<file path="src/rtl/core/ccs_pkg.sv">
// Shared types and outcome codes for the circle collision separation pipeline.
package ccs_pkg;

    typedef struct packed {
        logic adv;
        logic vld;
    } t_step_ctl;

    localparam logic [1:0] OUTCOME_APART    = 2'd0;
    localparam logic [1:0] OUTCOME_GHOST    = 2'd1;
    localparam logic [1:0] OUTCOME_RESOLVED = 2'd2;

endpackage

</file>
<file path="src/rtl/core/ccs_div_cell.sv">
// One quotient bit of a multi-lane restoring divider with a shared divisor.
module ccs_div_cell import ccs_pkg::*; #(
    parameter int LANES = 2,
    parameter int RW    = 25,
    parameter int DW    = 24,
    parameter int QW    = 24,
    parameter int SW    = 8
) (
    input  logic                        i_clk,
    input  logic                        i_rst_n,
    input  t_step_ctl                   i_ctl,
    input  logic [LANES-1:0][RW-1:0]    i_rem,
    input  logic [LANES-1:0][DW-1:0]    i_dvd,
    input  logic [LANES-1:0][QW-1:0]    i_quo,
    input  logic [RW-1:0]               i_den,
    input  logic [SW-1:0]               i_side,
    output logic                        o_vld,
    output logic [LANES-1:0][RW-1:0]    o_rem,
    output logic [LANES-1:0][DW-1:0]    o_dvd,
    output logic [LANES-1:0][QW-1:0]    o_quo,
    output logic [RW-1:0]               o_den,
    output logic [SW-1:0]               o_side
);

    logic [LANES-1:0][RW:0]   w_t;
    logic [LANES-1:0][RW:0]   w_diff;
    logic [LANES-1:0]         w_ge;
    logic [LANES-1:0][RW-1:0] n_rem;
    logic [LANES-1:0][DW-1:0] n_dvd;
    logic [LANES-1:0][QW-1:0] n_quo;
    logic                     r_vld;
    logic [LANES-1:0][RW-1:0] r_rem;
    logic [LANES-1:0][DW-1:0] r_dvd;
    logic [LANES-1:0][QW-1:0] r_quo;
    logic [RW-1:0]            r_den;
    logic [SW-1:0]            r_side;

    always_comb begin
        for (int l = 0; l < LANES; l++) begin
            w_t[l]    = {i_rem[l], i_dvd[l][DW-1]};
            w_ge[l]   = (w_t[l] >= {1'b0, i_den});
            w_diff[l] = w_t[l] - {1'b0, i_den};
            n_rem[l]  = w_ge[l] ? w_diff[l][RW-1:0] : w_t[l][RW-1:0];
            n_dvd[l]  = {i_dvd[l][DW-2:0], 1'b0};
            n_quo[l]  = {i_quo[l][QW-2:0], w_ge[l]};
        end
    end

    always_ff @(posedge i_clk) begin
        if (!i_rst_n) begin
            r_vld <= 1'b0;
        end else if (i_ctl.adv) begin
            r_vld <= i_ctl.vld;
        end
    end

    always_ff @(posedge i_clk) begin
        if (i_ctl.adv) begin
            r_rem  <= n_rem;
            r_dvd  <= n_dvd;
            r_quo  <= n_quo;
            r_den  <= i_den;
            r_side <= i_side;
        end
    end

    assign o_vld  = r_vld;
    assign o_rem  = r_rem;
    assign o_dvd  = r_dvd;
    assign o_quo  = r_quo;
    assign o_den  = r_den;
    assign o_side = r_side;

endmodule

</file>
<file path="config.mk">
export PLATFORM = sky130hd
export DESIGN_NAME = ccs_div_cell
export DESIGN_NICKNAME = d
export VERILOG_FILES = /design/src/rtl/core/ccs_pkg.sv /design/src/rtl/core/ccs_div_cell.sv
export SDC_FILE = /design/constraint.sdc
export NUM_CORES = 1
export LEC_CHECK = 0
export ABC_AREA = 1
export BUFFER_PORTS_ARGS = -buffer_cell sky130_fd_sc_hd__buf_2
export CAP_MARGIN = 20
export CELL_PAD_IN_SITES_DETAIL_PLACEMENT = 1
export CELL_PAD_IN_SITES_GLOBAL_PLACEMENT = 2
export CORE_ASPECT_RATIO = 1.5
export CORE_UTILIZATION = 26
export DETAILED_ROUTE_END_ITERATION = 16
export GPL_TIMING_DRIVEN = 0
export PLACE_DENSITY = 0.82
export SYNTH_ARGS = -nofsm -noshare
export SYNTH_HDL_FRONTEND = slang
export SYNTH_SLANG_ARGS = --single-unit
</file>
<file path="constraint.sdc">
create_clock -name i_clk -period 1.9 [get_ports i_clk]
set_input_delay 0.38 -clock i_clk [delete_from_list [all_inputs] [get_ports i_clk]]
set_output_delay 0.38 -clock i_clk [all_outputs]
set_load 0.02 [all_outputs]
</file>
# Word-level counts from Yosys, hierarchy flattened
# Cells that the tools add are included.
[word_totals]
reg_bits = 178
wordCells = 15
[classes]
n_mux = 2
n_lt_le_gt_ge = 2
add_sub_neg = 2
[op_table]
columns = ["operator", "n"]
rows = [
  ["26-bit by 25-bit greater-or-equal comparator with 1-bit output", 2],
  ["25-bit two-way mux", 2],
  ["25-bit subtractor", 2],
]

# Longest topological paths before layout
# Gate-level depths: netlist of run 1.
[depth]
word_depth = 2
depth_mapped = 14
depth_no_buf = 14

# Worst setup path after synthesis of run 1
# Ideal clock, no wire load.
[synth_timing]
path_kind = "input to register"
from = "input port i_dvd[47] (netlist name)"
to = "register r_rem (netlist bit o_rem[44]), data pin"
t_arrival_ns = 1.778
path_slack_ns = -0.130
setup_ns = 0.253
path_buffers = 1
path_stages = 11
cell_sequence = "inv_1 -> ha_1 -> inv_1 -> fa_1 -> nand3_1 -> nand3_1 -> nand3_4 -> nand3_4 -> buf_6 -> nand2_1 -> nand2_1"
[synth_rtl]
columns = ["item", "line_no", "text"]
rows = [
  ["start: declaration", "ccs_div_cell.sv:13", "input logic [LANES-1:0][DW-1:0] i_dvd,"],
  ["end signal: assignment", "ccs_div_cell.sv:59", "r_rem <= n_rem;"],
  ["end: declaration", "ccs_div_cell.sv:32", "logic [LANES-1:0][RW-1:0] r_rem;"],
]

==> results of run 1 <==
==> flip-flops by register name, indices dropped and copies added (netlist names) <==
signal,cells
o_den,25
o_dvd,46
o_quo,48
o_rem,50
o_side,8
o_vld,1
==> worst register-to-register path, cell delays in order (launching register included) <==
cell and delay [ns]:
dfxtp_1 0.32, o21ai_0 0.18, a21oi_1 0.07
==> cell families after synthesis <==
| logic type | count (synthesis) |
|---|---|
| AOI/OAI and AO/OA | 24 |
| xor gates and xnor gates | 23 |
| adders and majority gates | 52 |
| buffers and inverters | 236 |
| DFF | 178 |
| other | 1 |
| and+or+nand+nor | 670 |
==> per-layer routing <==
| metal | part of all wire [%] | vias to the layer above | track usage (%) |
|---|---|---|---|
| met1 | 35 | 4703 | 21.3 |
| met4 | 5.3 | 6 | 12.1 |
| met5 | 0.080 | - | 0 |
| li1 | - | 4727 | - |
| met3 | 5.3 | 88 | 3.70 |
| met2 | 54 | 349 | 41.5 |
==> layout by cell type (no fill, tap or decap), types with 8 or more instances in the layout <==
cell / netlist / routed
edfxtp_1: 177 / 177
buf_2: 11 / 346
xor2_1: 23 / 23
nand2_2: 2 / 74
inv_4: 0 / 8
buf_6: 4 / 16
a21oi_1: 19 / 15
ha_4: 0 / 49
nand2_4: 0 / 36
inv_1: 216 / 176
nor2_4: 0 / 14
buf_12: 0 / 9
buf_4: 2 / 71
nor2_2: 4 / 10
nand3_1: 42 / 37
nor2_1: 62 / 42
inv_2: 2 / 27
nand2_1: 467 / 358
clkbuf_16: 0 / 17
nand4_1: 66 / 66
==> metrics by stage <==
| stage | cell area, um2 | setup TNS (ns) | instances | setup WS (ns) | hold slack [ns] |
|---|---|---|---|---|---|
| after floorplan | 10700 | -1.44 | 1185 | -0.0369 | 0.473 |
| after global placement | 13100 | -366.17 | 2038 | -1.94 | 0.523 |
| after detailed placement | 13100 | -42.63 | 2039 | -0.936 | 0.558 |
| after CTS | 14800 | -0.0174 | 2124 | -0.00983 | 0.0651 |
| after global routing | 15500 | -1.16 | 2148 | -0.0670 | 0.0723 |
| final | 15500 | -0.00510 | 2150 | -0.00510 | 0.0920 |
==> cell type report <==
type	count	area (um2)
diodes	3	7.51
plain buffers	16	203
clock buffers	18	429
clock inverters	14	140
fillers	4509	23000
inverters	218	866
multi-input cells	771	5250
flip-flops and latches	178	5340
well taps	495	619
repair buffers	437	2640
==> final timing paths <==
kind,from,endpoint,slack (ns),cells past startpoint
max,i_den[17],o_rem[41],-0.005,15
min reg2reg,o_vld,o_vld,0.59,2
max reg2reg,o_vld,o_vld,1.21,2
min,i_quo[38],o_quo[39],0.09,1
==> Yosys cell counts, drive strengths merged <==
cell	instances
and2	5
nand3	47
conb	1
o21a	2
a21oi	21
or2	5
edfxtp	177
inv	218
dfxtp	1
buf	17
ha	50
nand3b	4
nor3	7
fa	2
nor2	66
nand4	67
xor2	23
clkbuf	1
nand2	469
o21ai	1
==> power breakdown <==
part | total (mW) | switching [mW] | internal (mW)
logic | 3.75 | 2.32 | 1.43
clock network | 3.52 | 1.77 | 1.75
registers | 4.94 | 0.145 | 4.79
==> timing repair <==
action                     4_1_cts  5_1_grt
gates resized for setup        138      153
setup endpoints to repair       52       51
hold endpoints to repair         0        0
setup buffers                   50       24
pin swaps                       52       82
cloned                           4        0
==> impl_metrics.ini, run 1 <==
[sta]
timing.final.crit_share_pct = 100
fin_skew_ns = 0
setup_ws_ns = -0.00510
rsz0062_at_grt = true
max_freq_mhz = 525
relSlewSlack_pct = 53.7
worst_pin_slew_ns = 0.694
period_minus_slack_ns = 1.91
setup_viol = 1
maxSlewViolCount = 0
finalHoldViolCount = 0

[synth]
yosysWarnings = 0
synth_xor_area_share_pct = 1.98
synthDistinctLibCells = 32
syn_inst = 1184
synth_compound_area_share_pct = 1.45
synth_top_area_share_pct = 52.1
yosysSeqAreaShare_pct = 52.3
synth_top_family_by_area = simple AND/OR/NAND/NOR gates
synth.avg_cell_area_um2 = 8.61
synth_area_leaders = edfxtp_1 52%, nand2_1 17%, inv_1 8.0%
synth_top_cell_by_area = edfxtp_1
synthesis.area_mm2 = 0.0102
synthAdderAreaFrac_pct = 6.53
ys_ff_latch = 178
synth-simple-area-share_pct = 28.5
synth.mux.area_fraction_pct = 0

[worst_setup_path]
cp-start-kind = input port
crit_top_cell = nand2_4
worstPathCellList = buf_6 > clkinvlp_4 > ha_4 > nand2_4 > inv_2 > nand2_1 > nand2_1 > inv_1 > nand2_2 > a21oi_4 > nand3_4 > buf_12 > buf_12 > nand2_4 > nand2_4
cp_num_buf_inv = 6
critical_path_class = in -> reg
crit_arrival_ns = 2.11
crit_path_max_incr_delay_ns = 0.27
cp-end-kind = flop
cp_slowest_cell = ha_4
cp_max_fo = 5
cp.required_ns = 2.11
critical-path-top-delay-family = buffers and inverters

[clock_network]
path_clk_slew_ns = 0.08
clock_latency_ns = 0.46
clockRootBuffer = clkbuf_16
cts_hold_buf = 0
cts.htree.levels = 4
tritoncts = yes
numCtsBuffers = 17
cts.path.max_buffers = 2
cts.sinks = 178

[placement]
port_buffers = 358
gp_congestion = 0.919
hpwl_um = 34800

[routing]
drcViolationCount = 0
routed_wirelength_um = 43500
num_vias = 9873
ant_nets = 0
wl_per_cell_um = 20.2
drt_iter0_drc = 457
vias_per_cell = 4.59
dr.pass1.iters = 4

[final_layout]
nNetsFinal = 1874
area_growth_pct = 52.0
layout-drive-gt1-share_pct = 44.9
final_util_pct = 40.2

[run_status]
outcome = finished, violations left
violations = negative setup slack

[floorplan]
die_h_um = 245
coreArea_mm2 = 0.0385
die_area_mm2 = 0.0400
die-width_um = 164
initial_core_util_pct = 26.5
row_count = 88
io_pins = 363

[global_routing]
grt_overflow = 0
grt_pass1_vias = 10420
grt_first_pass_wirelength_um = 62100
grt.total_usage_pct = 21.6
antenna_found_initial = 6
grt_max_degree = 126

[pwr]
p_leak_nw = 7.47
cellPowerDensity_mw_per_mm2 = 788
ir_drop_mv = 0.630
finalPower_mw = 12.2

[min_path]
hp-class = in -> reg

[flow_run]
maxCapViolCount = 0
(Power assumes the default switching activity.)
==> inputs of run 2 (changes only) <==
CORE_ASPECT_RATIO = 1.2   (was 1.5)
==> run 2 against run 1 <==
Effect of this change:
- non-clock buffer count decreased by 14
- total power fell by 1.5%
- wire length fell by 1.7%
- the flow still finishes with violations (negative setup slack)
- cell area down 2.7%
==> impl_metrics.ini, run 2 (synthesized netlist as in run 1, its figures left out) <==
[run_status]
violations = negative setup slack
outcome = finished, violations left

[routing]
num_vias = 9723
vias_per_cell = 4.49
drcViolationCount = 0
ant_nets = 0
wl_per_cell_um = 19.7
routed_wirelength_um = 42700
drt_iter0_drc = 358
dr.pass1.iters = 4

[worst_setup_path]
cp-start-kind = input port
cp_max_fo = 6
cp.required_ns = 2.11
cp-end-kind = flop
reg2reg_slack_ns = 1.25
rr_startpoint = o_vld
reg2reg_depth = 2
crit_arrival_ns = 2.14
cp-startpoint = i_den[15]
critical_path_class = in -> reg
timing.rr.end = o_vld

[pwr]
pwr-share-clk_pct = 29.8
seqPwrFrac_pct = 40.8
p_leak_nw = 7.32
finalPower_mw = 12.0
switching_share_pct = 33.8
switchingPower_mw = 4.07
ir_drop_mv = 0.625
power.internal_mw = 7.95
cellPowerDensity_mw_per_mm2 = 797
combinationalPowerShare_pct = 29.4

[final_layout]
layout_common_cells = 391 x nand2_1, 349 x buf_2, 186 x inv_1, 177 x edfxtp_1, 66 x nand4_1
layout-drive-gt1-share_pct = 41.3
nNetsFinal = 1860
area_growth_pct = 47.8
fin_area_mm2 = 0.0151
final_util_pct = 38.9
register_area_mm2 = 0.00534
largest_reg_flops = 50
final.fill_count = 4592
instances_no_fill = 2165
multi_input_area_mm2 = 0.00490
final_common_cell = nand2_1

[min_path]
holdPathStages = 1
worstHoldEndpoint = o_quo[35]
hp-class = in -> reg
worstHoldStart = i_quo[34]

[global_routing]
grt_max_degree = 113
antenna_found_initial = 4
grt_overflow = 0
grt.total_usage_pct = 21.1
grt_pass1_vias = 10090
grt_first_pass_wirelength_um = 60700

[clock_network]
cts.sinks = 178
numCtsBuffers = 17
clock_latency_ns = 0.46
clockRootBuffer = clkbuf_16
tritoncts = yes
cts_hold_buf = 0
cts.htree.levels = 4
path_clk_slew_ns = 0.08
cts.path.max_buffers = 2

[placement]
placed_cell_area_mm2 = 0.0131
port_buffers = 358
gp_congestion = 0.863
place_inst = 2070
pre_cts_slack_ns = -0.864
hpwl_um = 34500

[sta]
fin_skew_ns = 0
rsz0062_at_grt = true
max_freq_mhz = 519
period_minus_slack_ns = 1.93
setup_ws_ns = -0.0279
worst_pin_slew_ns = 0.611
timing.final.crit_share_pct = 101
finalHoldViolCount = 0
setup_viol = 16
relSlewSlack_pct = 59.3
maxSlewViolCount = 0

[floorplan]
die_h_um = 219
die-width_um = 183
row_count = 79
io_pins = 363
die_area_mm2 = 0.0400
initial_core_util_pct = 26.3
coreArea_mm2 = 0.0387

[flow_run]
maxCapViolCount = 0
==> run 2: changes by cell type in the layout (fill, tap and decap cells not counted), sizes merged <==
| cell | change |
|---|---|
| clkinv | -1 |
| clkbuf | +1 |
| diode | -2 |
| clkinvlp | +3 |
| bufinv | +1 |
| buf | -15 |
| bufbuf | -1 |
| inv | -2 |
==> run 2: worst max-delay path: stages <==
cell and delay, ns:
buf_6 0.08, clkinvlp_4 0.19, ha_4 0.29, buf_6 0.12, nand2_4 0.09, nor2_4 0.05
nand2_2 0.07, nand2_2 0.08, a21oi_4 0.21, nand3_4 0.21, buf_6 0.21, nand2_2 0.06
nand2_2 0.08
==> run 2: what timing repair did <==
action	in CTS	in global routing
gates resized for setup	76	126
cloned	2	3
setup endpoints to repair	52	50
setup buffers	31	26
pin swaps	29	61
==> run 2: cell type report <==
| type | count | area share (%) |
|---|---|---|
| flip-flops and latches | 178 | 35.4 |
| clock buffers | 17 | 2.82 |
| well taps | 526 | 4.37 |
| clock inverters | 15 | 1.10 |
| inverters | 218 | 5.70 |
| plain buffers | 18 | 1.44 |
| multi-input cells | 771 | 32.5 |
| diodes | 1 | 0.0166 |
| repair buffers | 421 | 16.6 |
==> run 2: metal layers <==
metal	vias up	wire length (um)	track usage, %
li1	4681	-	-
met1	4666	15200	21.0
met2	304	23500	41.1
met3	68	2470	4.71
met4	4	1560	9.89
met5	-	27	0
==> run 2: power by group through the flow <==
stage,sequential (mW),combinational [mW],clock [mW]
floorplan,5.49,1.28,0
global placement,5.00,3.00,0
detailed placement,4.99,3.04,0
CTS,4.91,3.28,3.71
global route,4.93,3.82,3.81
finish,4.90,3.53,3.58
==> run 2: how the worst max path moves through the flow <==
stage / endpoint / slack, ns
4_1_cts: o_rem[32] / -0.001
6_report: o_rem[39] / -0.03
3_5_place_dp: o_rem[16] / -0.86
5_1_grt: o_rem[8] / -0.08
3_3_place_gp: o_vld / -1.86
2_1_floorplan: o_rem[39] / -0.04
==> run 2: through the flow <==
step / TNS, ns / hold slack (ns)
after global routing: -2.16 / 0.0641
after floorplan: -1.44 / 0.473
after detailed placement: -39.18 / 0.532
after CTS: -0.00106 / 0.0530
after global placement: -356.14 / 0.522
final: -0.206 / 0.0809
==> inputs of run 3 (changes only) <==
CELL_PAD_IN_SITES_DETAIL_PLACEMENT = 0   (was 1)
CELL_PAD_IN_SITES_GLOBAL_PLACEMENT = 1   (was 2)
CORE_UTILIZATION = 33   (was 26)
PLACE_DENSITY = default   (was 0.82)
PLACE_DENSITY_LB_ADDON = 0.1   (was default)
==> run 3 against run 2 <==
Effect of this change:
- the flow now finishes without violations
- cell area decreased by 3.2%
- setup slack improved by 0.034 ns
- die area decreased by 21%
- hold slack improved by 0.025 ns
- clock power decreased by 2%
- count of clock-buffer cells in the layout unchanged
- fmax increased by 1.8%
- highest routed layer is now met4
==> impl_metrics.ini, run 3 (synthesized netlist as in run 1, its figures left out) <==
[clock_network]
cts.htree.levels = 4
path_clk_slew_ns = 0.08
clock_latency_ns = 0.44
cts.sinks = 178
clockRootBuffer = clkbuf_16
cts_hold_buf = 0
tritoncts = yes
numCtsBuffers = 17
cts.path.max_buffers = 2

[sta]
period_minus_slack_ns = 1.89
rsz0062_at_grt = true
worst_pin_slew_ns = 0.631
setup_viol = 0
finalHoldViolCount = 0
fin_skew_ns = 0
maxSlewViolCount = 0
relSlewSlack_pct = 57.9
max_freq_mhz = 528
setup_ws_ns = 0.00642
timing.final.crit_share_pct = 99.7

[global_routing]
grt_first_pass_wirelength_um = 47400
grt.total_usage_pct = 20.2
antenna_found_initial = 2
grt_max_degree = 118
grt_pass1_vias = 8605
grt_overflow = 0

[worst_setup_path]
reg2reg_depth = 2
reg2reg_slack_ns = 1.25
rr_startpoint = o_vld
crit_arrival_ns = 2.10
cp-end-kind = flop
cp-endpoint = o_rem[8]
cp-start-kind = input port
cp-startpoint = i_den[14]
cp.required_ns = 2.10
cp_max_fo = 5
critical_path_class = in -> reg
timing.rr.end = o_vld

[floorplan]
io_pins = 363
die-width_um = 162
coreArea_mm2 = 0.0304
die_h_um = 195
row_count = 70
die_area_mm2 = 0.0316
initial_core_util_pct = 33.5

[flow_run]
maxCapViolCount = 0

[pwr]
p_leak_nw = 7.13
ir_drop_mv = 0.472
finalPower_mw = 11.6
cellPowerDensity_mw_per_mm2 = 792

[placement]
hpwl_um = 26100
placed_cell_area_mm2 = 0.0130
pre_cts_slack_ns = -0.768
port_buffers = 358
gp_congestion = 0.877
place_inst = 1940

[routing]
drt_iter0_drc = 383
num_vias = 9007
routed_wirelength_um = 32700
dr.pass1.iters = 5
wl_per_cell_um = 16.3
vias_per_cell = 4.48
ant_nets = 0
drcViolationCount = 0

[min_path]
hp-class = in -> reg

[final_layout]
instances_no_fill = 2011
layout-drive-gt1-share_pct = 39.1
layout_common_cells = 415 x nand2_1, 354 x buf_2, 181 x inv_1, 177 x edfxtp_1, 66 x nand4_1
area_growth_pct = 43.0
fin_area_mm2 = 0.0146
nNetsFinal = 1835
largest_reg_flops = 50
final_common_cell = nand2_1
final_util_pct = 48.0
final.fill_count = 3016

[run_status]
outcome = finished, final reports clean
run 3: worst min-delay path by stage:
stage / startpoint / to / slack [ns] / cells after the start
after global placement: o_vld / o_vld / 0.52 / 2
final: i_quo[44] / o_quo[45] / 0.11 / 1
after floorplan: i_ctl[1] / o_vld / 0.47 / 1
after detailed placement: o_vld / o_vld / 0.54 / 2
after global routing: i_quo[15] / o_quo[16] / 0.08 / 1
after CTS: i_quo[19] / o_quo[20] / 0.08 / 1
run 3: layer usage:
metal	vias up	track usage (%)	part of all wire [%]
met5	-	0	0
met1	4111	22.5	40
met4	0	7.13	2.2
li1	4642	-	-
met2	218	38.4	55
met3	36	2.99	3.6
run 3: stage by stage:
| step | setup TNS, ns | hold WS, ns |
|---|---|---|
| 2_1_floorplan | -1.44 | 0.473 |
| 3_3_place_gp | -360.07 | 0.523 |
| 3_5_place_dp | -35.30 | 0.537 |
| 4_1_cts | -0.178 | 0.0821 |
| 5_1_grt | -0.743 | 0.0778 |
| 6_report | 0 | 0.106 |
run 3: worst max-delay path, cell delays in order:
cell       delay, ns
buf_2           0.17
inv_2           0.11
ha_4            0.31
nand2_4         0.07
nor2_4          0.14
inv_2           0.06
nor3_4          0.24
nand3_4         0.15
buf_12          0.18
clkbuf_16       0.15
nand4_1         0.08
nand2_1         0.05
run 3: power by group:
group	internal, mW	switching (mW)
Combinational	1.17	2.01
Clock	1.76	1.75
Sequential	4.78	0.0781
run 3: layout make-up:
| type | count | area [um2] | area share [%] |
|---|---|---|---|
| diodes | 2 | 5.00 | 0.0343 |
| inverters | 218 | 850 | 5.83 |
| clock inverters | 15 | 170 | 1.17 |
| well taps | 396 | 495 | 3.40 |
| plain buffers | 18 | 203 | 1.39 |
| clock buffers | 17 | 425 | 2.92 |
| repair buffers | 396 | 2270 | 15.6 |
| flip-flops and latches | 178 | 5340 | 36.6 |
| multi-input cells | 771 | 4820 | 33.1 |
run 3: timing repair:
action / 4_1_cts / 5_1_grt
cloned: 0 / 5
setup buffers: 16 / 16
resized for setup: 23 / 142
hold endpoints to repair: 0 / 0
endpoints found under the setup margin: 52 / 50
pin swaps: 8 / 50
