**config.mk**
```make
export PLATFORM = sky130hd
export DESIGN_NAME = ccs_sqrt_cell
export DESIGN_NICKNAME = d
export VERILOG_FILES = /design/src/rtl/core/ccs_pkg.sv /design/src/rtl/core/ccs_sqrt_cell.sv
export SDC_FILE = /design/constraint.sdc
export NUM_CORES = 1
export LEC_CHECK = 0
export ABC_AREA = 1
export BUFFER_PORTS_ARGS = -buffer_cell sky130_fd_sc_hd__buf_2
export CAP_MARGIN = 20
export CORE_UTILIZATION = 54
export DETAILED_ROUTE_END_ITERATION = 6
export GPL_TIMING_DRIVEN = 0
export PLACE_DENSITY = 0.87
export SLEW_MARGIN = 25
export SYNTH_ARGS = -nofsm -noshare
export SYNTH_HDL_FRONTEND = slang
export SYNTH_SLANG_ARGS = --single-unit
```
**constraint.sdc**
```tcl
create_clock -name i_clk -period 5.3 [get_ports i_clk]
set_input_delay 0.265 -clock i_clk [delete_from_list [all_inputs] [get_ports i_clk]]
set_output_delay 0.265 -clock i_clk [all_outputs]
set_load 0.03 [all_outputs]
```
**src/rtl/core/ccs_pkg.sv**
```systemverilog
// Shared types and outcome codes for the circle collision separation pipeline.
package ccs_pkg;

    typedef struct packed {
        logic adv;
        logic vld;
    } t_step_ctl;

    localparam logic [1:0] OUTCOME_APART    = 2'd0;
    localparam logic [1:0] OUTCOME_GHOST    = 2'd1;
    localparam logic [1:0] OUTCOME_RESOLVED = 2'd2;

endpackage

```
**src/rtl/core/ccs_sqrt_cell.sv**
```systemverilog
// One root bit of the integer square root chain, with a sidecar register.
module ccs_sqrt_cell import ccs_pkg::*; #(
    parameter int RTW = 25,
    parameter int SW  = 8
) (
    input  logic               i_clk,
    input  logic               i_rst_n,
    input  t_step_ctl          i_ctl,
    input  logic [RTW+1:0]     i_rem,
    input  logic [RTW-1:0]     i_root,
    input  logic [2*RTW-1:0]   i_src,
    input  logic [SW-1:0]      i_side,
    output logic               o_vld,
    output logic [RTW+1:0]     o_rem,
    output logic [RTW-1:0]     o_root,
    output logic [2*RTW-1:0]   o_src,
    output logic [SW-1:0]      o_side
);

    logic [RTW+3:0]   w_t;
    logic [RTW+3:0]   w_trial;
    logic [RTW+3:0]   w_diff;
    logic             w_ge;
    logic             r_vld;
    logic [RTW+1:0]   r_rem;
    logic [RTW-1:0]   r_root;
    logic [2*RTW-1:0] r_src;
    logic [SW-1:0]    r_side;
    logic [RTW+1:0]   n_rem;
    logic [RTW-1:0]   n_root;
    logic [2*RTW-1:0] n_src;

    always_comb begin
        w_t     = {i_rem, i_src[2*RTW-1 -: 2]};
        w_trial = {2'b00, i_root, 2'b01};
        w_ge    = (w_t >= w_trial);
        w_diff  = w_t - w_trial;
        n_rem   = w_ge ? w_diff[RTW+1:0] : w_t[RTW+1:0];
        n_root  = {i_root[RTW-2:0], w_ge};
        n_src   = {i_src[2*RTW-3:0], 2'b00};
    end

    always_ff @(posedge i_clk) begin
        if (!i_rst_n) begin
            r_vld <= 1'b0;
        end else if (i_ctl.adv) begin
            r_vld <= i_ctl.vld;
        end
    end

    always_ff @(posedge i_clk) begin
        if (i_ctl.adv) begin
            r_rem  <= n_rem;
            r_root <= n_root;
            r_src  <= n_src;
            r_side <= i_side;
        end
    end

    assign o_vld  = r_vld;
    assign o_rem  = r_rem;
    assign o_root = r_root;
    assign o_src  = r_src;
    assign o_side = r_side;

endmodule

```
Word level (Yosys, flattened, before mapping)
Index checks and enable logic that the tools add are counted.

operators by class
  $add $sub $neg = 1
  order comparisons = 1
  mux-type cells = 1

operators by type and width
  cell            number
  $ge 29x27->1    1
  $mux 27         1
  $sub 27x27->27  1

word-level totals
  register bits after elaboration = 109
  input port bits = 114
  output and inout port bits = 111
  logic and storage cells = 8

Depth between registers and ports, before layout
Gate-level depths: netlist (run 1).

  word-level depth = 2
  gate-level depth with buffers = 16
  depth with buffers taken out = 14

Least setup slack after synthesis (run 1)
Ideal clock, no wire load.

  kind = input to register
  from = in i_root[19]
  to = reg r_rem[25], in the netlist o_rem[25], data pin
  library setup time = 253 ps
  arrival = 1597 ps
  required time = 5047 ps
  slack = 3450 ps
  cell stages on the path = 12
  buffers on the path = 2
  cells stage by stage = inv_1 ha_1 nand2_1 nor2_1 nand2_2 nor2_2 nand3_1 and3_1 buf_6 buf_12 nand3_2 nand2_1

on the way
  longest elaborated chain between the ends = 2
  elaborated cells on any way between the ends = 3

RTL lines
  element                                                RTL line                                  text
  start: declaration                                     ccs_sqrt_cell.sv:10                       input logic [RTW-1:0] i_root,
  $sub 27x27->27 / $ge 29x27->1 (equally long branches)  ccs_sqrt_cell.sv:37, ccs_sqrt_cell.sv:36
  $mux 27 (*)                                            ccs_sqrt_cell.sv:38                       n_rem = w_ge ? w_diff[RTW+1:0] : w_t[RTW+1:0];
  net n_rem[25]                                          ccs_sqrt_cell.sv:29                       logic [RTW+1:0] n_rem;
  end signal: assignment                                 ccs_sqrt_cell.sv:53                       r_rem <= n_rem;
  end: declaration                                       ccs_sqrt_cell.sv:25                       logic [RTW+1:0] r_rem;

The timed path passes the listed nets; every way through them passes the cells marked *.
A chain may end at the register's enable or synchronous reset.

Final worst setup path (run 1)
  from = in i_root[15]
  to = reg r_rem[24], in the netlist o_rem[24], data pin

The elaborated chain is that of the path after synthesis.

==> results.txt, run 1 <==
Outcome = finished, final reports clean
Top FF cell, synth = edfxtp_1
Vias/cell = 5.034
TritonCTS Buffers = 9
Critical Path Stages = 13
Int Power = 1420 uW
Final hold viol count = 0
Pre-antenna DRT Iters = 6
Maximum VDD drop = 0.2092 mV
Post-synthesis mux area share = 0%
Compound-Gate Fraction of Synth Area = 2.017%
Root Driver = clkbuf_8
Post-synth top cells = 214 x nand2_1, 123 x inv_1, 108 x edfxtp_1
Setup Fix Bufs, Post-CTS = 0
Worst-Skew Late Latency = 380 ps
Hold slack = 46.79 ps
Sink Count = 109
Worst Hold Class = primary input to flip-flop
Post-DP HPWL = 13.13 mm
Vias = 5155
FF-to-FF End = o_vld
Number of synthesized register bits = 109
Setup Total Neg Slack = 0 ps
GRT Overall Usage = 29.54%
CP endpoint = o_rem[24]
Cell type with the largest total area after synthesis = edfxtp_1
Worst path most repeated cell = nand2_1
Worst setup SP type = primary input
Footprint of the multi-input gates = 2113 um^2
H-tree Lvls = 3
Initial DRC count = 327
Final period util = 36.63%
Die area = 11450 um^2
Wire length per cell = 15.99 um
Switch share = 34.16%
Max capacitance violation total = 0
GRT Residual Overflow = 0
Register area = 3263 um^2
Reg power frac = 49.5%
Top post-synthesis cells by area = edfxtp_1 54%, nand2_1 13%, inv_1 7.8%
# DRC = 0
Cell Area, Placed = 7273 um^2
Required @ worst endpoint = 5450 ps
Die span in x = 107.0 um
R2r worst-path depth = 2
Core Area = 10510 um^2
EDFF count, synth = 108
Pwr dens = 289.0 nW/um^2
Largest family of logic cells by synthesized area = simple AND/OR/NAND/NOR gates
I/O pin count = 225
Cts hold-fix bufs = 0
Drt total wl = 16.37 mm
Post-Synth Simple-Gate Area = 25.91%
Setup crit end kind = flip-flop
Setup WS post-layout = 3358 ps
CP Max Fanout = 10
Final setup fails = 0
Pre-CTS setup slack = 2959 ps
Cell count after synthesis = 646
GP Congestion = 0.8989
FF-to-FF setup slack = 4610 ps
Final ANT Viol Nets = 0
Clock Power Share = 22.2%
Die H = 107.0 um
First-pass GRT wire length = 25.34 mm
Switching power = 736.5 uW
RSZ-0062 raised after global routing = no
Tmin final = 1942 ps
CP max-delay cell = ha_1
Synth Cell Area = 5954 um^2
Pleak = 0.003861 uW
Synth warnings = 0
Seq/Total Area, Yosys = 54.80%
Worst Path Buf+Inv = 3
Reg2reg start = o_vld
Largest net degree at the start of global routing = 71
Final Skew = 0 ps
Slew Limit Fails = 0
Beginning of the worst hold path = i_src[27]
Max frequency = 515.1 MHz
Layout cells sized above 1 = 32.17%
Layout net count = 1022
Clock-pin slew on the worst setup and hold paths = 100 ps
CP top delay family = simple AND/OR/NAND/NOR gates
Initial Utilization = 56.66%
Inst Count DP = 1006
Critical path startpoint = i_root[15]
Row cnt = 37
Final cell count without fillers = 1024
Top cell type's share of synthesized area = 54.47%
CP Class = primary input to flip-flop
Layout fillers = 823
Post-synthesis adder-cell area fraction = 5.673%
CTS Buffer Depth = 2
Quantity of I/O buffers inserted on ports = 222
Initial antenna violation count = 2
Post-synthesis xor/xnor area fraction = 1.765%
Synth cell types = 29
Cell with the most instances after synthesis = nand2_1
CP Cell Sequence = buf_2 -> inv_1 -> ha_1 -> nand2_1 -> nor2_2 -> nand2_1 -> nor2_1 -> nand2_1 -> nand3_2 -> nand2_2 -> buf_6 -> nand3_2 -> nand2_1
# resized after CTS = 0
Ys async rst share = 0%
Critical path's largest stage delay = 380 ps
Critical path arrival = 2090 ps
Syn Area/Cell = 9.217 um^2
Finished layout cell area = 7461 um^2
Vias in the first global route = 5132
CTS tree = built
Layout area overhead = 25.30%
Comb pwr share = 28.3%
power groups by stage:
stage	clock network [uW]	logic [uW]	registers, uW
after floorplan	0	222	1260
after global placement	0	595	1080
after detailed placement	0	608	1090
after CTS	487	611	1070
after global routing	517	665	1070
final	479	611	1070
final cells by class:
cell class,instances,area share (%)
Sequential cell,109,43.74
Multi-Input combinational cell,404,28.32
Timing Repair Buffer,223,15.34
Inverter,124,6.238
Tap cell,136,2.281
Clock buffer,10,1.845
Buffer,10,1.560
Clock inverter,6,0.6037
Antenna cell,2,0.06708
per-stage QoR:
step | utilization [%] | total power (uW)
after CTS | 70.95 | 2165
after floorplan | - | 1483
after global placement | 68.89 | 1678
after global routing | 71.00 | 2255
after detailed placement | 69.21 | 1694
final | 71.00 | 2156
layer usage:
layer,share of wire (%),global-route usage [%],vias to the layer above
met5,0,0,-
met4,2.7,14.38,0
met3,8.3,6.444,36
met2,51,51.61,222
met1,38,34.28,2360
li1,-,-,2537
flip-flops by register name, summed over array words and instances, names as in the netlist:
signal	cells
o_vld	1
o_src	48
o_root	25
o_side	8
o_rem	27
worst min-delay path by stage:
| stage | end | slack (ps) | cells after the start |
|---|---|---|---|
| floorplan | o_vld | 360 | 1 |
| global placement | o_src[21] | 440 | 1 |
| detailed placement | o_src[25] | 440 | 1 |
| CTS | o_src[29] | 30 | 1 |
| global route | o_src[7] | 30 | 1 |
| finish | o_src[29] | 50 | 1 |
kinds of logic after synthesis:
logic type      after synthesis
buf+inv                     134
other cells                   1
xor+xnor                     12
simple gates                340
flops                       109
fa+ha+maj                    27
compound gates               23
layout by cell type (no fill, tap or decap), types with 4 or more instances in the layout:
| master | count |
|---|---|
| buf_2 | 222 |
| nand2_1 | 214 |
| inv_1 | 123 |
| edfxtp_1 | 108 |
| nand3_1 | 41 |
| nor2_1 | 31 |
| ha_1 | 27 |
| nand3_2 | 22 |
| a21oi_1 | 16 |
| xor2_1 | 11 |
| clkbuf_8 | 10 |
| nand4_1 | 9 |
| nor2_2 | 7 |
| nand2_2 | 6 |
| buf_6 | 6 |
| nor3_1 | 4 |
| o21ai_0 | 4 |
(Power assumes the default switching activity.)
==> run 2, diff against run 1 <==
Settings changed: ABC_AREA 1 to 0, CORE_UTILIZATION 54 to 43, PLACE_DENSITY 0.87 to 0.76.
Clock period 5.3 ns to 1.77 ns, I/O delays scaled along.
==> run 2 against run 1 <==
  * The run now ends with negative setup slack left
  * Critical path depth shrank 1
  * Combinational power grew to 3.7 times the previous value
  * Register-to-register slack lost 4000 ps
  * Synthesized cell count fell by 42%
  * Final cell count is 15% lower
  * Routed wire length is 2.2% lower
  * First-iteration DRC count down 24%
  * Setup slack lost 4000 ps
  * Sequential cell count unchanged
  * Sequential share of layout area is 5.4 points lower
  * Clock skew unchanged
  * Power increased to 3.6 times the previous value
  * Largest cell class unchanged
==> results.txt, run 2 <==
Pwr dens = 904.5 nW/um^2 (was 289.0 nW/um^2)
Layout area overhead = 62.05% (was 25.30%)
Initial DRC count = 249 (was 327)
Sink Count = 109 (unchanged)
Cell with the most instances after synthesis = edfxtp_1 (was nand2_1)
# DRC = 0 (unchanged)
Post-DP HPWL = 10.14 mm (was 13.13 mm)
Drt total wl = 16.01 mm (was 16.37 mm)
EDFF count, synth = 108 (unchanged)
Max capacitance violation total = 0 (unchanged)
CTS tree = built (unchanged)
CTS Buffer Depth = 2 (unchanged)
Top post-synthesis cells by area = edfxtp_1 62%, ha_1 6.4%, mux2_4 4.0% (was edfxtp_1 54%, nand2_1 13%, inv_1 7.8%)
Pleak = 0.003761 uW (was 0.003861 uW)
GRT Overall Usage = 24.42% (was 29.54%)
Final period util = 138.7%
Initial Utilization = 43.91% (was 56.66%)
Slew headroom = 63.38%
Layout fillers = 798 (was 823)
Required @ worst endpoint = 1870 ps (was 5450 ps)
GP Congestion = 0.8246 (was 0.8989)
GRT Residual Overflow = 0 (unchanged)
Synth warnings = 0 (unchanged)
Vias in the first global route = 4464 (was 5132)
Syn Area/Cell = 13.97 um^2 (was 9.217 um^2)
Top FF cell, synth = edfxtp_1 (unchanged)
I/O pin count = 225 (unchanged)
Wire length per cell = 18.35 um (was 15.99 um)
Layout net count = 860 (was 1022)
Die H = 112.5 um (was 107.0 um)
Max reg flops = 48 (unchanged)
Quantity of I/O buffers inserted on ports = 222 (unchanged)
FF-to-FF setup slack = 590 ps (was 4610 ps)
Post-synth top cells = 108 x edfxtp_1, 42 x inv_1, 27 x ha_1 (was 214 x nand2_1, 123 x inv_1, 108 x edfxtp_1)
Layout cells sized above 1 = 49.17% (was 32.17%)
CP Class = primary input to flip-flop (unchanged)
Vias = 4457 (was 5155)
Initial antenna violation count = 2 (unchanged)
Seq/Total Area, Yosys = 62.12% (was 54.80%)
Clock-pin slew on the worst setup and hold paths = 70 ps (was 100 ps)
Outcome = finished with violations (was finished, final reports clean)
Slew Limit Fails = 0 (unchanged)
Failing checks = negative setup slack
R2r worst-path depth = 3 (was 2)
Largest net degree at the start of global routing = 58 (was 71)
Vias/cell = 5.111 (was 5.034)
Core Area = 11960 um^2 (was 10510 um^2)
Power, Total = 7699 uW (was 2156 uW)
Final setup fails = 28 (was 0)
Max frequency = 407.4 MHz
Die span in x = 112.5 um (was 107.0 um)
Row cnt = 40 (was 37)
Tmin final = 2455 ps
First-pass GRT wire length = 23.16 mm (was 25.34 mm)
Reg2reg start = o_vld (unchanged)
Number of synthesized register bits = 109 (unchanged)
FF-to-FF End = o_vld (unchanged)
Die area = 12660 um^2 (was 11450 um^2)
H-tree Lvls = 3 (unchanged)
Root Driver = clkbuf_16 (was clkbuf_8)
Final ANT Viol Nets = 0 (unchanged)
TritonCTS Buffers = 9 (unchanged)
Critical path startpoint = i_rem[14] (was i_root[15])
Synth Cell Area = 5253 um^2 (was 5954 um^2)
Pre-antenna DRT Iters = 4 (was 6)
CP endpoint = o_rem[21] (was o_rem[24])
Most common cell after layout, fill and taps aside = buf_2 (unchanged)
Pre-CTS setup slack = -1243 ps (was 2959 ps)
Footprint of the multi-input gates = 2122 um^2 (was 2113 um^2)
RSZ-0062 raised after global routing = yes (was no)
Ys async rst share = 0% (unchanged)
Maximum VDD drop = 0.4082 mV (was 0.2092 mV)
Setup WS post-layout = -684.8 ps (was 3358 ps)
Final hold viol count = 0 (unchanged)
Least-Margin Pin Slew = 549.3 ps
Commonest non-fill, non-tap cells in the layout = 207 x buf_2, 108 x edfxtp_1, 82 x dlygate4sd3_1, 33 x inv_1, 28 x buf_4 (was 222 x buf_2, 214 x nand2_1, 123 x inv_1, 108 x edfxtp_1, 41 x nand3_1)
Cell count after synthesis = 376 (was 646)
Worst setup SP type = primary input (unchanged)
CP Max Fanout = 8 (was 10)
Critical path arrival = 2550 ps (was 2090 ps)
Register area = 3263 um^2 (unchanged)
Cell type with the largest total area after synthesis = edfxtp_1 (unchanged)
Worst Hold Class = primary input to flip-flop (unchanged)
Setup crit end kind = flip-flop (unchanged)
Worst-Skew Late Latency = 350 ps (was 380 ps)
Synth cell types = 55 (was 29)
Final Skew = 0 ps (unchanged)
Top cell type's share of synthesized area = 61.74% (was 54.47%)
==> run 2: worst max-delay path: stages <==
cell	delay, ps
buf_6	100
ha_4	230
and3_4	180
and2_4	160
a221oi_4	300
o31ai_4	130
a41oi_2	220
o221ai_2	130
a2111o_1	410
buf_8	160
buf_12	140
mux2_4	300
==> run 2: logic make-up (layout without fill, tap and decap cells) <==
group           count (synthesis)  after routing  share of synthesized area [%]
simple gates                   56             56                          5.574
flops                         109            109                          62.12
fa+ha+maj                      27             27                          6.432
buf+inv                        55            402                          4.907
other cells                     1              3                        0.07139
xor+xnor                       25             25                          4.169
compound gates                 76             76                          10.05
mux                            27             27                          6.670
==> run 2: cell type report <==
type | instances | area share, %
well taps | 147 | 2.161
plain buffers | 7 | 1.088
multi-input cells | 213 | 24.93
flip-flops and latches | 109 | 38.34
repair buffers | 337 | 27.49
clock inverters | 7 | 1.205
clock buffers | 9 | 2.646
inverters | 42 | 2.117
diodes | 1 | 0.02940
==> run 2: how the worst min path moves through the flow <==
| stage | start | endpoint | cells past startpoint |
|---|---|---|---|
| 2_1_floorplan | i_root[9] | o_root[10] | 0 |
| 3_3_place_gp | i_src[8] | o_src[10] | 1 |
| 3_5_place_dp | i_src[25] | o_src[27] | 1 |
| 4_1_cts | i_rem[13] | o_rem[15] | 2 |
| 5_1_grt | i_rem[13] | o_rem[15] | 2 |
| 6_report | i_rem[16] | o_rem[18] | 2 |
==> run 2: power breakdown <==
part / leakage (uW) / total [uW] / internal (uW) / switching, uW
Sequential: 0.00107 / 3220 / 3150 / 68.7
Clock: 0.000163 / 2200 / 1260 / 933
Combinational: 0.00253 / 2290 / 1010 / 1280
Total: 0.00376 / 7700 / 5420 / 2280
==> run 2: per-layer routing <==
layer	wire length, um	share of wire, %	global-route usage [%]
met5	13	0.081	0
met4	664	4.1	12.71
met3	1274	8.0	6.857
met2	8025	50	42.77
met1	6027	38	27.13
==> run 2: timing repair <==
| action | CTS | global route |
|---|---|---|
| gates cloned | 1 | 0 |
| pin swaps | 18 | 18 |
| buffers inserted | 20 | 11 |
| resized for setup | 39 | 47 |
| hold buffers | 82 | 0 |
| setup endpoints to repair | 28 | 28 |
| hold endpoints to repair | 81 | 0 |
==> run 2: through the flow <==
| stage | area [um^2] | hold WS, ps | std cells | TNS [ps] | utilization [%] |
|---|---|---|---|---|---|
| 2_1_floorplan | 5405 | 187.4 | 377 | -20420 | - |
| 3_3_place_gp | 6700 | 265.7 | 746 | -83410 | 56.01 |
| 3_5_place_dp | 6734 | 267.1 | 747 | -32400 | 56.30 |
| 4_1_cts | 8202 | 34.54 | 860 | -19770 | 68.57 |
| 5_1_grt | 8512 | 39.46 | 872 | -20510 | 71.16 |
| 6_report | 8512 | 47.82 | 872 | -18200 | 71.16 |
==> run 3, diff against run 2 <==
Settings changed: CORE_ASPECT_RATIO set to 2.
==> run 3 against run 2 <==
  * The run still ends with negative setup slack left
  * Sequential cell count unchanged
  * Power decreased by 5.2%
  * Final cell count decreased by 1.6%
  * Non-clock buffer count decreased by 11
  * Clock-buffer cell count unchanged
  * Critical path depth increased by 1
  * Combinational power decreased by 6%
==> results.txt, run 3 (same netlist as run 2, synthesis figures left out) <==
Final hold viol count = 0 (unchanged)
Max frequency = 404.2 MHz (was 407.4 MHz)
I/O pin count = 225 (unchanged)
Worst path most repeated cell = buf_12
Beginning of the worst hold path = i_ctl[0] (was i_rem[16])
Die area = 12690 um^2 (was 12660 um^2)
Tmin final = 2474 ps (was 2455 ps)
CP Cell Sequence = buf_6 -> inv_4 -> ha_4 -> and3_4 -> and2_4 -> a221oi_4 -> o31ai_4 -> a41oi_2 -> o221ai_2 -> a2111o_1 -> buf_12 -> buf_12 -> mux2_4 (was buf_6 -> ha_4 -> and3_4 -> and2_4 -> a221oi_4 -> o31ai_4 -> a41oi_2 -> o221ai_2 -> a2111o_1 -> buf_8 -> buf_12 -> mux2_4)
# DRC = 0 (unchanged)
Power, Total = 7300 uW (was 7699 uW)
Initial Utilization = 44.36% (was 43.91%)
Cell Area, Placed = 6731 um^2 (was 6734 um^2)
FF-to-FF setup slack = 1160 ps (was 590 ps)
Initial DRC count = 176 (was 249)
TritonCTS Buffers = 9 (unchanged)
Footprint of the multi-input gates = 1976 um^2 (was 2122 um^2)
GRT Residual Overflow = 0 (unchanged)
Row cnt = 56 (was 40)
Root Driver = clkbuf_16 (unchanged)
Finished layout cell area = 8167 um^2 (was 8512 um^2)
R2r worst-path depth = 2 (was 3)
Hold slack = 26.84 ps (was 47.82 ps)
Sink Count = 109 (unchanged)
Die H = 158.3 um (was 112.5 um)
Vias = 4292 (was 4457)
Register area = 3263 um^2 (unchanged)
Final ANT Viol Nets = 0 (unchanged)
Worst setup SP type = primary input (unchanged)
Inst Count DP = 745 (was 747)
Initial antenna violation count = 1 (was 2)
Layout fillers = 810 (was 798)
Final period util = 139.8% (was 138.7%)
Layout area overhead = 55.48% (was 62.05%)
CP Max Fanout = 8 (unchanged)
Outcome = finished with violations (unchanged)
Wire length per cell = 17.67 um (was 18.35 um)
Final cell count without fillers = 858 (was 872)
Final Skew = 0 ps (unchanged)
Max reg flops = 48 (unchanged)
Slew Limit Fails = 0 (unchanged)
FF-to-FF End = o_vld (unchanged)
CP Class = primary input to flip-flop (unchanged)
CP max-delay cell = a2111o_1 (unchanged)
Vias in the first global route = 4439 (was 4464)
Pre-antenna DRT Iters = 5 (was 4)
Maximum VDD drop = 0.5997 mV (was 0.4082 mV)
Final setup fails = 28 (unchanged)
Commonest non-fill, non-tap cells in the layout = 216 x buf_2, 108 x edfxtp_1, 81 x dlygate4sd3_1, 37 x inv_1, 21 x a21oi_1 (was 207 x buf_2, 108 x edfxtp_1, 82 x dlygate4sd3_1, 33 x inv_1, 28 x buf_4)
Quantity of I/O buffers inserted on ports = 222 (unchanged)
Post-DP HPWL = 10.68 mm (was 10.14 mm)
Worst-Skew Late Latency = 340 ps (was 350 ps)
GRT Overall Usage = 23.44% (was 24.42%)
CTS tree = built (unchanged)
CTS Buffer Depth = 2 (unchanged)
Most common cell after layout, fill and taps aside = buf_2 (unchanged)
Max capacitance violation total = 0 (unchanged)
Failing checks = negative setup slack (unchanged)
Critical path arrival = 2560 ps (was 2550 ps)
Reg2reg start = o_vld (unchanged)
Vias/cell = 5.002 (was 5.111)
Pwr dens = 893.9 nW/um^2 (was 904.5 nW/um^2)
Core Area = 11840 um^2 (was 11960 um^2)
Critical path's largest stage delay = 420 ps (was 410 ps)
Hold EP = o_vld (was o_rem[18])
RSZ-0062 raised after global routing = yes (unchanged)
Layout net count = 849 (was 860)
Critical path startpoint = i_root[14] (was i_rem[14])
Pleak = 0.003637 uW (was 0.003761 uW)
First-pass GRT wire length = 21.89 mm (was 23.16 mm)
WHS Path Cells = 3 (was 2)
Setup crit end kind = flip-flop (unchanged)
Layout cells sized above 1 = 46.91% (was 49.17%)
GP Congestion = 0.8375 (was 0.8246)
Clock-pin slew on the worst setup and hold paths = 80 ps (was 70 ps)
Required @ worst endpoint = 1860 ps (was 1870 ps)
Worst Hold Class = primary input to flip-flop (unchanged)
Die span in x = 80.15 um (was 112.5 um)
Drt total wl = 15.16 mm (was 16.01 mm)
Largest net degree at the start of global routing = 84 (was 58)
H-tree Lvls = 3 (unchanged)
Setup WS post-layout = -703.7 ps (was -684.8 ps)
==> run 3: cell count changes in the layout (fill, tap and decap cells not counted), sizes merged <==
| cell | change |
|---|---|
| bufinv | -2 |
| clkbuf | +1 |
| clkinv | +1 |
| buf | -11 |
| dlygate4sd3 | -1 |
| clkinvlp | +1 |
| inv | -1 |
==> run 3: worst max path at each step <==
stage,end,slack [ps],cells after the start
2_1_floorplan,o_rem[10],-820,12
3_3_place_gp,o_rem[11],-1350,13
3_5_place_dp,o_rem[12],-1310,13
4_1_cts,o_rem[12],-810,12
5_1_grt,o_rem[9],-800,12
6_report,o_rem[24],-700,13
==> run 3: layout make-up <==
type / count / area share, %
sequential: 109 / 39.96
timing repair buffer: 325 / 26.90
multi-input combinational: 213 / 24.19
clock buffer: 9 / 2.758
tap: 145 / 2.222
inverter: 42 / 2.145
buffer: 8 / 1.103
clock inverter: 6 / 0.6894
antenna: 1 / 0.03064
==> run 3: worst max-delay path, delay by kind of cell <==
family	cells	cell delay [ps]
simple gates	2	330
mux	1	290
compound gates	5	1190
fa+ha+maj	1	200
buf+inv	4	450
==> run 3: what timing repair did <==
action,CTS,global route
endpoints found under the setup margin,28,28
hold buffers,81,0
endpoints found under the hold margin,81,0
setup buffers,18,3
cloned,1,0
resized for setup,27,14
pin swaps,14,9
==> run 3: power breakdown <==
group	leakage, uW	switching [uW]	internal [uW]
sequential	0.00107	68.2	3150
combinational	0.00244	1240	911
clock	0.000136	957	978
total	0.00364	2260	5040
==> run 3: routing by layer <==
metal,track usage [%],vias up,share of wire [%]
met3,3.725,21,5.2
met5,0,-,0
li1,-,2059,-
met2,48.92,166,60
met4,9.864,0,2.3
met1,20.87,2046,32
==> run 3: stage by stage <==
stage | setup TNS [ps] | util, % | worst slack [ps]
6_report | -18970 | 68.97 | -703.7
2_1_floorplan | -20420 | - | -821.4
3_3_place_gp | -81570 | 56.56 | -1351
4_1_cts | -22200 | 68.26 | -814.9
3_5_place_dp | -34070 | 56.85 | -1312
5_1_grt | -21710 | 68.97 | -801.8
